<file path="config.mk">
export PLATFORM = sky130hd
export DESIGN_NAME = evse_charge_controller
export DESIGN_NICKNAME = d
export VERILOG_FILES = /design/src/rtl/evcc_pkg.sv /design/src/rtl/evse_charge_controller.sv /design/src/rtl/evcc_core.sv
export SDC_FILE = /design/constraint.sdc
export NUM_CORES = 1
export LEC_CHECK = 0
export BUFFER_PORTS_ARGS = -buffer_cell sky130_fd_sc_hd__buf_2
export CAP_MARGIN = 25
export CORE_AREA = 10 10 171 141
export DETAILED_ROUTE_END_ITERATION = 16
export DIE_AREA = 0 0 181 151
export HOLD_SLACK_MARGIN = 0.12
export PLACE_DENSITY = 0.5
export SKIP_CTS_REPAIR_TIMING = 1
export SYNTH_ARGS = -nofsm -noshare
export SYNTH_HDL_FRONTEND = slang
export SYNTH_SLANG_ARGS = --single-unit
</file>
<file path="constraint.sdc">
create_clock -name clk -period 6.2 [get_ports clk]
set_clock_uncertainty 0.05 [all_clocks]
set_input_delay 0.93 -clock clk [delete_from_list [all_inputs] [get_ports clk]]
set_output_delay 0.93 -clock clk [all_outputs]
set_load 0.02 [all_outputs]
</file>
<file path="src/rtl/evcc_pkg.sv">
package evcc_pkg;

  // Controller states
  localparam logic [1:0] MODE_BOOT  = 2'd0;
  localparam logic [1:0] MODE_POST  = 2'd1;
  localparam logic [1:0] MODE_RUN   = 2'd2;
  localparam logic [1:0] MODE_FAULT = 2'd3;

  // Pilot drive modes
  localparam logic [1:0] DRV_HIGH = 2'd0;
  localparam logic [1:0] DRV_LOW  = 2'd1;
  localparam logic [1:0] DRV_PWM  = 2'd2;

  // Ready modes
  localparam logic [1:0] RDY_READY = 2'd0;
  localparam logic [1:0] RDY_LIMIT = 2'd1;
  localparam logic [1:0] RDY_SLEEP = 2'd2;

  // Request codes
  localparam logic [2:0] REQ_POLL   = 3'd0;
  localparam logic [2:0] REQ_RELAY  = 3'd1;
  localparam logic [2:0] REQ_GFCI   = 3'd2;
  localparam logic [2:0] REQ_AMPS   = 3'd3;
  localparam logic [2:0] REQ_READY  = 3'd4;
  localparam logic [2:0] REQ_TEMP   = 3'd5;
  localparam logic [2:0] REQ_TICK   = 3'd6;

  // Measured pilot codes
  localparam logic [3:0] PIL_A       = 4'd0;
  localparam logic [3:0] PIL_B       = 4'd1;
  localparam logic [3:0] PIL_C       = 4'd2;
  localparam logic [3:0] PIL_D       = 4'd3;
  localparam logic [3:0] PIL_E       = 4'd4;
  localparam logic [3:0] PIL_NRDY    = 4'd5;
  localparam logic [3:0] PIL_DIODE   = 4'd6;
  localparam logic [3:0] PIL_UNKNOWN = 4'd7;
  localparam logic [3:0] PIL_IMPL    = 4'd8;

  // Relay check codes
  localparam logic [1:0] RST_OK      = 2'd0;
  localparam logic [1:0] RST_UNKNOWN = 2'd1;
  localparam logic [1:0] RST_NOGND   = 2'd2;
  localparam logic [1:0] RST_STUCK   = 2'd3;

  // Fault codes
  localparam logic [2:0] FLT_NONE  = 3'd0;
  localparam logic [2:0] FLT_POST  = 3'd1;
  localparam logic [2:0] FLT_NOGND = 3'd2;
  localparam logic [2:0] FLT_STUCK = 3'd3;
  localparam logic [2:0] FLT_GFCI  = 3'd4;
  localparam logic [2:0] FLT_TEMP  = 3'd5;

  localparam logic [6:0]  AMPS_MAX    = 7'd80;
  localparam logic [15:0] DELAY_RESET = 16'd3000;

  localparam int IN_W  = 24;
  localparam int OUT_W = 24;

  // Controller state record
  typedef struct packed {
    logic [1:0]  mode;
    logic [2:0]  fault;
    logic [3:0]  last_pilot;
    logic [1:0]  ready;
    logic [6:0]  amps_limit;
    logic [1:0]  drive;
    logic [6:0]  drive_amps;
    logic        relay;
    logic        sleep;
    logic [15:0] delay_cnt;
    logic        delay_pend;
  } st_t;

  // Decoded input item
  typedef struct packed {
    logic [2:0] req;
    logic [3:0] pilot;
    logic [1:0] rstat;
    logic       gfci_ok;
    logic       param;
    logic [6:0] amps;
    logic [1:0] rdy;
  } item_t;

  localparam st_t ST_RESET = '{
    mode:       MODE_BOOT,
    fault:      FLT_NONE,
    last_pilot: PIL_UNKNOWN,
    ready:      RDY_READY,
    amps_limit: 7'd0,
    drive:      DRV_HIGH,
    drive_amps: 7'd0,
    relay:      1'b0,
    sleep:      1'b0,
    delay_cnt:  16'd0,
    delay_pend: 1'b0
  };

endpackage

</file>
<file path="src/rtl/evse_charge_controller.sv">
// Channel | Dir | Handshake                | Payload
// in_     | in  | in_tvalid / in_tready    | in_tuser: req_type; in_tdata: pilot/relay/amps fields
// out_    | out | out_tvalid / out_tready  | out_tdata: relay, pilot drive, amps, status
// cfg_    | in  | cfg_valid / cfg_ready    | cfg_data: relay_suspend_delay
//
// One item per cycle while no result is stalled: an accepted item updates the controller
// state and the result register at the same edge; its result shows on the next cycle.
// The only path is the event decode in evcc_core between state and result.
// Reset (rst_n low, synchronous) loads the default state and a delay of 3000.
// A stalled result holds; in_tready drops only while it is not taken.
module evse_charge_controller
  import evcc_pkg::*;
(
  input  logic               clk,
  input  logic               rst_n,
  input  logic               in_tvalid,
  output logic               in_tready,
  input  logic [2:0]         in_tuser,   // [2:0] req_type
  input  logic [IN_W-1:0]    in_tdata,   // [3:0] pilot_state, [5:4] relay_status,
                                         // [6] gfci_test_ok, [7] event_param,
                                         // [14:8] new_max_amps, [16:15] new_ready
  output logic               out_tvalid,
  input  logic               out_tready,
  output logic [OUT_W-1:0]   out_tdata,  // [0] relay_closed, [2:1] pilot_mode,
                                         // [9:3] pwm_amps, [11:10] controller_state,
                                         // [14:12] fault_code, [18:15] pilot_state_seen,
                                         // [19] sleep_flag
  input  logic               cfg_valid,
  output logic               cfg_ready,
  input  logic [15:0]        cfg_data
);

  st_t         state_r;
  st_t         state_nxt;
  item_t       item;
  logic [15:0] delay_cfg_r;
  logic        out_valid_r;
  logic [OUT_W-1:0] out_data_r;
  logic [OUT_W-1:0] out_data_nxt;
  logic        in_acc;
  logic [6:0]  pwm_amps;

  assign cfg_ready = 1'b1;
  assign in_tready = !out_valid_r || out_tready;
  assign in_acc    = in_tvalid && in_tready;

  // Unpack the item
  assign item.req     = in_tuser;
  assign item.pilot   = in_tdata[3:0];
  assign item.rstat   = in_tdata[5:4];
  assign item.gfci_ok = in_tdata[6];
  assign item.param   = in_tdata[7];
  assign item.amps    = in_tdata[14:8];
  assign item.rdy     = in_tdata[16:15];

  evcc_core u_core (
    .cur           (state_r),
    .item          (item),
    .suspend_delay (delay_cfg_r),
    .nxt           (state_nxt)
  );

  // Pack the result from the updated state
  assign pwm_amps     = (state_nxt.drive == DRV_PWM) ? state_nxt.drive_amps : 7'd0;
  assign out_data_nxt = {4'd0, state_nxt.sleep, state_nxt.last_pilot, state_nxt.fault,
                         state_nxt.mode, pwm_amps, state_nxt.drive, state_nxt.relay};

  // Configuration register
  always_ff @(posedge clk) begin
    if (!rst_n) begin
      delay_cfg_r <= DELAY_RESET;
    end else if (cfg_valid && cfg_ready) begin
      delay_cfg_r <= cfg_data;
    end
  end

  // Controller state and result valid
  always_ff @(posedge clk) begin
    if (!rst_n) begin
      state_r     <= ST_RESET;
      out_valid_r <= 1'b0;
    end else begin
      if (in_acc) begin
        state_r     <= state_nxt;
        out_valid_r <= 1'b1;
      end else if (out_tready) begin
        out_valid_r <= 1'b0;
      end
    end
  end

  // Result payload
  always_ff @(posedge clk) begin
    if (in_acc) begin
      out_data_r <= out_data_nxt;
    end
  end

  assign out_tvalid = out_valid_r;
  assign out_tdata  = out_data_r;

endmodule

</file>
<file path="src/rtl/evcc_core.sv">
module evcc_core
  import evcc_pkg::*;
(
  input  st_t         cur,
  input  item_t       item,
  input  logic [15:0] suspend_delay,
  output st_t         nxt
);

  function automatic st_t latch_fault(st_t s, logic [2:0] code);
    st_t r;
    r = s;
    r.relay = 1'b0;
    r.drive = DRV_LOW;
    r.fault = code;
    r.mode  = MODE_FAULT;
    return r;
  endfunction

  function automatic st_t set_relay(st_t s, logic on, logic gfci_ok);
    st_t r;
    r = s;
    if (on && gfci_ok) begin
      r.relay = 1'b1;
    end else if (on) begin
      r = latch_fault(s, FLT_POST);
    end else begin
      r.relay = 1'b0;
    end
    return r;
  endfunction

  function automatic st_t apply_amps(st_t s, logic start_pwm);
    st_t r;
    r = s;
    if (s.amps_limit == 7'd0) begin
      r.drive = DRV_HIGH;
    end else if (start_pwm || s.drive == DRV_PWM) begin
      r.drive      = DRV_PWM;
      r.drive_amps = s.amps_limit;
    end
    return r;
  endfunction

  // One running step: relay check, then act on a pilot change or a forced rerun
  function automatic st_t run_step(st_t s, logic [3:0] pilot, logic [1:0] rstat,
                                   logic force_run, logic gfci_ok,
                                   logic [15:0] dly);
    st_t r;
    r = s;
    if (rstat == RST_NOGND) begin
      r = latch_fault(s, FLT_NOGND);
    end else if (rstat == RST_STUCK) begin
      r = latch_fault(s, FLT_STUCK);
    end else if (s.last_pilot != pilot || force_run) begin
      case (pilot)
        PIL_E: begin
          r = set_relay(r, 1'b0, gfci_ok);
        end
        PIL_A, PIL_NRDY: begin
          if (r.ready == RDY_LIMIT) r.ready = RDY_READY;
          r = set_relay(r, 1'b0, gfci_ok);
          r.drive = DRV_HIGH;
        end
        PIL_B, PIL_D, PIL_DIODE: begin
          r = set_relay(r, 1'b0, gfci_ok);
          r.delay_pend = 1'b0;
          r.delay_cnt  = 16'd0;
          if (r.ready == RDY_READY) r = apply_amps(r, 1'b1);
          else r.drive = DRV_HIGH;
        end
        PIL_C: begin
          if (r.ready == RDY_READY) begin
            r = apply_amps(r, 1'b1);
            r = set_relay(r, 1'b1, gfci_ok);
          end else begin
            r.drive      = DRV_HIGH;
            r.delay_pend = 1'b1;
            r.delay_cnt  = dly;
          end
        end
        default: begin
          r = set_relay(r, 1'b0, gfci_ok);
          r.drive = DRV_LOW;
        end
      endcase
      r.last_pilot = pilot;
    end
    return r;
  endfunction

  logic [3:0] pilot_sat;
  logic [6:0] amps_sat;
  logic [1:0] rdy_sat;

  // Clamp out-of-range codes
  assign pilot_sat = (item.pilot > PIL_IMPL) ? PIL_IMPL : item.pilot;
  assign amps_sat  = (item.amps > AMPS_MAX) ? AMPS_MAX : item.amps;
  assign rdy_sat   = (item.rdy == 2'd3) ? RDY_SLEEP : item.rdy;

  // Event dispatch
  always_comb begin
    nxt = cur;
    case (item.req)
      REQ_POLL: begin
        if (cur.mode == MODE_RUN) begin
          nxt = run_step(cur, pilot_sat, item.rstat, 1'b0, item.gfci_ok, suspend_delay);
        end else if (cur.mode == MODE_BOOT) begin
          nxt.mode = MODE_POST;
        end else if (cur.mode == MODE_POST) begin
          if (!item.gfci_ok) begin
            nxt = latch_fault(cur, FLT_POST);
          end else begin
            nxt.drive = DRV_HIGH;
            nxt.mode  = MODE_RUN;
          end
        end
      end
      REQ_RELAY: begin
        nxt = set_relay(cur, item.param, item.gfci_ok);
      end
      REQ_GFCI: begin
        nxt = latch_fault(cur, FLT_GFCI);
      end
      REQ_AMPS: begin
        nxt.amps_limit = amps_sat;
        nxt = apply_amps(nxt, 1'b0);
      end
      REQ_READY: begin
        nxt.ready = rdy_sat;
        if (cur.mode == MODE_RUN) begin
          nxt.sleep = (rdy_sat != RDY_READY);
          nxt = run_step(nxt, pilot_sat, item.rstat, 1'b1, item.gfci_ok, suspend_delay);
        end
      end
      REQ_TEMP: begin
        if (item.param) nxt = latch_fault(cur, FLT_TEMP);
        else nxt = apply_amps(cur, 1'b0);
      end
      REQ_TICK: begin
        if (cur.delay_pend) begin
          if (cur.delay_cnt <= 16'd1) begin
            nxt.delay_pend = 1'b0;
            nxt.delay_cnt  = 16'd0;
            nxt = set_relay(nxt, 1'b0, item.gfci_ok);
          end else begin
            nxt.delay_cnt = cur.delay_cnt - 16'd1;
          end
        end
      end
      default: begin
        nxt = cur;
      end
    endcase
  end

endmodule

</file>
== After elaboration in Yosys (flattened, before gate mapping) ==
Cells that the tools add are included.
Cells by class
  add/sub/neg operators: 1
  magnitude comparators: 3
  equality and inequality tests: 42
  muxes and demuxes: 55
  bitwise logic cells: 7
  reduce and logical (&&, ||, !) cells: 21
Operators by type and width (number)
  46-bit 2-to-1 mux: 9
  46-bit one-hot mux with 4 select lines: 2
  46-bit one-hot mux with 7 select lines: 1
  27-bit 2-to-1 mux: 4
  26-bit 2-to-1 mux: 2
  44-bit 2-to-1 mux: 1
  19-bit 2-to-1 mux: 2
  18-bit 2-to-1 mux: 2
  9-bit 2-to-1 mux: 4
  17-bit 2-to-1 mux: 2
  16-bit 2-to-1 mux: 2
  7-bit 2-to-1 mux: 4
  2-bit 2-to-1 mux: 12
  2-bit inequality test, second input constant: 11
  22-bit AND reduction: 1
  21-bit AND reduction: 1
  16-bit by 1-bit less-or-equal comparator with 1-bit output, second input constant: 1
  16-bit AND reduction: 1
  16-bit by 1-bit subtractor with 16-bit output, second input constant: 1
  7-bit logical NOT: 2
  2-bit equality test, second input constant: 6
  4-bit by 3-bit equality test with 1-bit output, second input constant: 3
  2-bit by 1-bit inequality test with 1-bit output, second input constant: 5
  3-bit equality test, second input constant: 3
  other kinds (24): 47
Storage, ports and cells
  bits in registers: 83
  input port bits: 48
  output and inout port bits: 27
  word-level logic and storage cells: 144

== Depth between registers and ports, before layout ==
  depth in word-level cells: 11
  gate-level depth with buffers: 10
  depth with buffers taken out: 9

== Cells and area by module ==
Synthesis repeated with hierarchy kept, for this count alone.
Unflattened totals
  cell total of the unflattened synthesis: 766
  area total of the unflattened synthesis: 6087.1 sq um
By module, submodules not included
  evse_charge_controller: instances 1, cells an instance 291, area an instance 3154.3 sq um, sequential area each 1861.8 sq um
  evcc_core: instances 1, cells an instance 475, area an instance 2932.8 sq um, sequential area each 0.0 sq um

== Worst setup path after synthesis ==
OpenSTA, ideal clock, no wires.
  kind: input to register
  start: input out_tready
  end: register out_data_r[0] (netlist: out_tdata[0]), enable pin
  library setup time: 0.391 ns
  arrival time: 2.530 ns
  data required time: 5.759 ns
  path slack: 3.229 ns
  cell stages on the path: 5
  path buffers: 2
  path through: nand2b_1 nand2_1 inv_1 clkbuf_1 buf_1
On the way
  longest elaborated chain between the ends: 2
Ends and longest elaborated chain
  start: declaration: RTL line evse_charge_controller.sv:23  | input logic out_tready,
  1-bit logical OR: RTL line evse_charge_controller.sv:44  | assign in_tready = !out_valid_r || out_tready;
  1-bit logical AND: RTL line evse_charge_controller.sv:45  | assign in_acc = in_tvalid && in_tready;
  net in_acc: RTL line evse_charge_controller.sv:40  | logic in_acc;
  end signal: assignment: RTL line evse_charge_controller.sv:95  | out_data_r <= out_data_nxt;
  end: declaration: RTL line evse_charge_controller.sv:38  | logic [OUT_W-1:0] out_data_r;
The timed path passes the listed nets, and every way through them passes these cells.
A chain may end at the register's enable or synchronous reset.

== Worst setup path after layout ==
  start: input in_tdata[5]
  end: register out_data_r[4] (netlist: out_tdata[4]) (data pin)
On the way
  longest elaborated chain between the ends: 6
  elaborated cells on any way between the ends: 10
  those cells by class: eq/ne: 3; mux: 7
Ends and longest elaborated chain
  start: declaration: RTL line evse_charge_controller.sv:19  | input logic [IN_W-1:0] in_tdata,
  2-bit equality test: RTL line evcc_core.sv:53  | end else if (rstat == RST_STUCK) begin
  46-bit 2-to-1 mux: RTL line evcc_core.sv:53
  46-bit 2-to-1 mux: RTL line evcc_core.sv:51  | if (rstat == RST_NOGND) begin
  46-bit 2-to-1 mux, on equally long branches: RTL line evcc_core.sv:131, evcc_core.sv:106
  46-bit one-hot mux with 7 select lines *: RTL line evcc_core.sv:104  | case (item.req)
  2-bit equality test: RTL line evse_charge_controller.sv:64  | assign pwm_amps = (state_nxt.drive == DRV_PWM) ? state_nxt.drive_amps : 7'd0;
Every way passes the cells marked *; elsewhere a longest branch is shown, timed or not. The select of a mux whose other input is x is not followed.

==> results.cfg <==
[synth]
syn_avg_cell_area_um2 = 8.12
synth_top_flop_cell = dfxtp_1
syn_inst = 625
ys_ff_latch = 83
synth_top_area_frac = 0.249
synth_warnings = 0
synth_area_leaders = dfxtp_1 (25%), edfxtp_1 (12%), a21oi_1 (5.5%), o21ai_0 (5.1%), nor2_1 (5.0%)
ys_seq_area_frac = 0.367
ys_types = 79
ys_top_cells_by_count = nor2_1 (68), nand2_1 (66), dfxtp_1 (63)
async_flop_share = 0
mappedNetlistArea_mm2 = 0.00507
yosysMostFrequentCell = nor2_1
synth_edf_count = 20
yosysTopAreaCell = dfxtp_1

[run]
drv_cap = 0

[clock_network]
numClockSinks = 83
clockBufferDepth = 2
numCtsBuffers = 9
clkTransAtPathRegs_ps = 60
ctsHtreeMaxLevel = 3
cts-root-buf = clkbuf_16
cts_tree = yes
worstSkewPairLatency_ps = 340

[setup_path]
cp.arrival_ps = 3400
end_kind = flop
cp_slowest_cell = nor3b_2
critPathMaxFanout = 12
crit_type = in -> reg
critPathMaxStageDelay_ps = 710
worst_path_dominant_cell_family = simple AND/OR/NAND/NOR gates
r2r-start = state_r[45]
path_buf_inv = 1
startpoint = in_tdata[5]
r2r_end = out_tdata[4]
crit_required_ps = 6240
crit_chain = buf_2 > nor3b_2 > nand3_1 > a21oi_1 > o21ai_0 > or3_1 > a221oi_1 > nor2_1
cp-start-kind = input port
r2r_slack_ps = 3040
reg2reg_depth = 7

[timing]
slew_violations = 0
final.setup.tns_ps = 0
max_slew_margin = 0.359
timing.hold.ws_ps = 433
worstMarginPinSlew_ps = 962
hold_violations = 0
setup_violations = 0
fin_crit_ps = 3360
max_freq_mhz = 297
period_share = 0.542
rsz0062_at_grt = false

[finish]
drive_gt1_frac = 0.164
seq_area_mm2 = 0.00186
fillCellCount = 2192
syn_to_final_growth_pct = 16.0
n_antenna_cell = 0
multi_input_area_mm2 = 0.00295
final_util = 0.287
final_nets = 714

[floorplan]
start_util = 0.247
dieWidth_um = 181
ioPinCount = 75
dieArea_mm2 = 0.0273
core-area_mm2 = 0.0205
die_h_um = 151
fp-row-count = 47

[grt]
overflow = 0
grt_max_degree = 37
grtUsageTotal = 0.120
grt_pass1_wl_um = 26400
grt_pass1_vias = 4508
antenna_found_initial = 0

[routing]
postRouteAntennaNets = 0
drt_iter0_markers = 471
wl_per_cell_um = 18.1
drc = 0
viasPerCell = 5.29
vias = 4966
drt-pass1-iter-count = 5
routed_wirelength_um = 17000

[pwr]
p_leak_nw = 2.14
power_density_mw_per_mm2 = 232
peakVddDrop_mv = 0.109

[worst_hold_path]
hold_depth = 2
min_path_type = reg -> reg
min_from = delay_cfg_r[7]
holdPathEnd = delay_cfg_r[7]

[placement]
place.gp.congestion = 0.915
portBuffers = 62
dp_hpwl_um = 12500

[status]
outcome = completed
==> tightest hold or removal path: stages (launching register included) <==
cell,delay (ps)
dfxtp_1,330
mux2i_1,70
nand2_1,60
==> state kept, by name, indices dropped and copies added, names as in the netlist <==
register     cells
delay_cfg_r     16
out_tdata       20
out_tvalid       1
state_r         46
==> layer usage <==
layer  vias up  GRT usage  share of wire
li1       2397          -              -
met1      2378      0.185           0.53
met2       176      0.157           0.39
met3        15     0.0315          0.074
met4         0     0.0321          0.013
met5         -          0              0
==> layout make-up <==
| type | count | area share |
|---|---|---|
| multi-input combinational | 485 | 0.501 |
| sequential | 83 | 0.316 |
| timing repair buffer | 68 | 0.0638 |
| tap | 269 | 0.0572 |
| clock buffer | 12 | 0.0419 |
| inverter | 17 | 0.0108 |
| clock inverter | 4 | 0.00851 |
==> stage by stage <==
step | power (W) | cells | cell area (µm²) | setup WS [ps]
after floorplan | 0.000760 | 628 | 5090 | 3230
after global placement | 0.000829 | 921 | 5560 | 2560
after detailed placement | 0.000830 | 921 | 5560 | 2590
after CTS | 0.00138 | 937 | 5860 | 2950
after global routing | 0.00143 | 938 | 5880 | 2680
final | 0.00136 | 938 | 5880 | 2840
==> power by group <==
group          total, W  internal, W  switching [W]
Sequential     0.000600     0.000580      0.0000197
Combinational  0.000223    0.0000762       0.000147
Clock          0.000541     0.000323       0.000218
Total           0.00136     0.000979       0.000384
==> layout by cell type, fill, tap and decap left out, types with 7 or more instances in the layout <==
| cell | instances |
|---|---|
| a21oi_1 | 56 |
| a221oi_1 | 9 |
| a22oi_1 | 12 |
| a31oi_1 | 11 |
| a32o_1 | 8 |
| buf_2 | 62 |
| clkbuf_16 | 9 |
| dfxtp_1 | 63 |
| edfxtp_1 | 20 |
| inv_1 | 16 |
| mux2i_1 | 19 |
| nand2_1 | 66 |
| nand2b_1 | 13 |
| nand3_1 | 18 |
| nor2_1 | 68 |
| nor2b_1 | 8 |
| nor3_1 | 13 |
| o21a_1 | 7 |
| o21ai_0 | 52 |
==> logic make-up (layout without fill, tap and decap cells) <==
kind of cell             Yosys count  count (layout)  synth area share
adder cells (fa/ha/maj)            2               2           0.00493
flip-flops                        83              83             0.367
other                              2               5           0.00148
multiplexers                      21              21            0.0419
buffers and inverters             60             101            0.0540
AO/OA/AOI/OAI                    222             222             0.298
XOR/XNOR                           7               7            0.0121
AND/OR/NAND/NOR                  228             228             0.221
==> worst max path at each step <==
stage / endpoint / depth (start not counted)
after global routing: out_tdata[4] / 8
after detailed placement: out_tdata[4] / 8
after CTS: out_tdata[4] / 8
after floorplan: out_tdata[0] / 5
after global placement: out_tdata[4] / 8
final: out_tdata[4] / 8
Note: power is estimated with default switching activity, not from simulation.
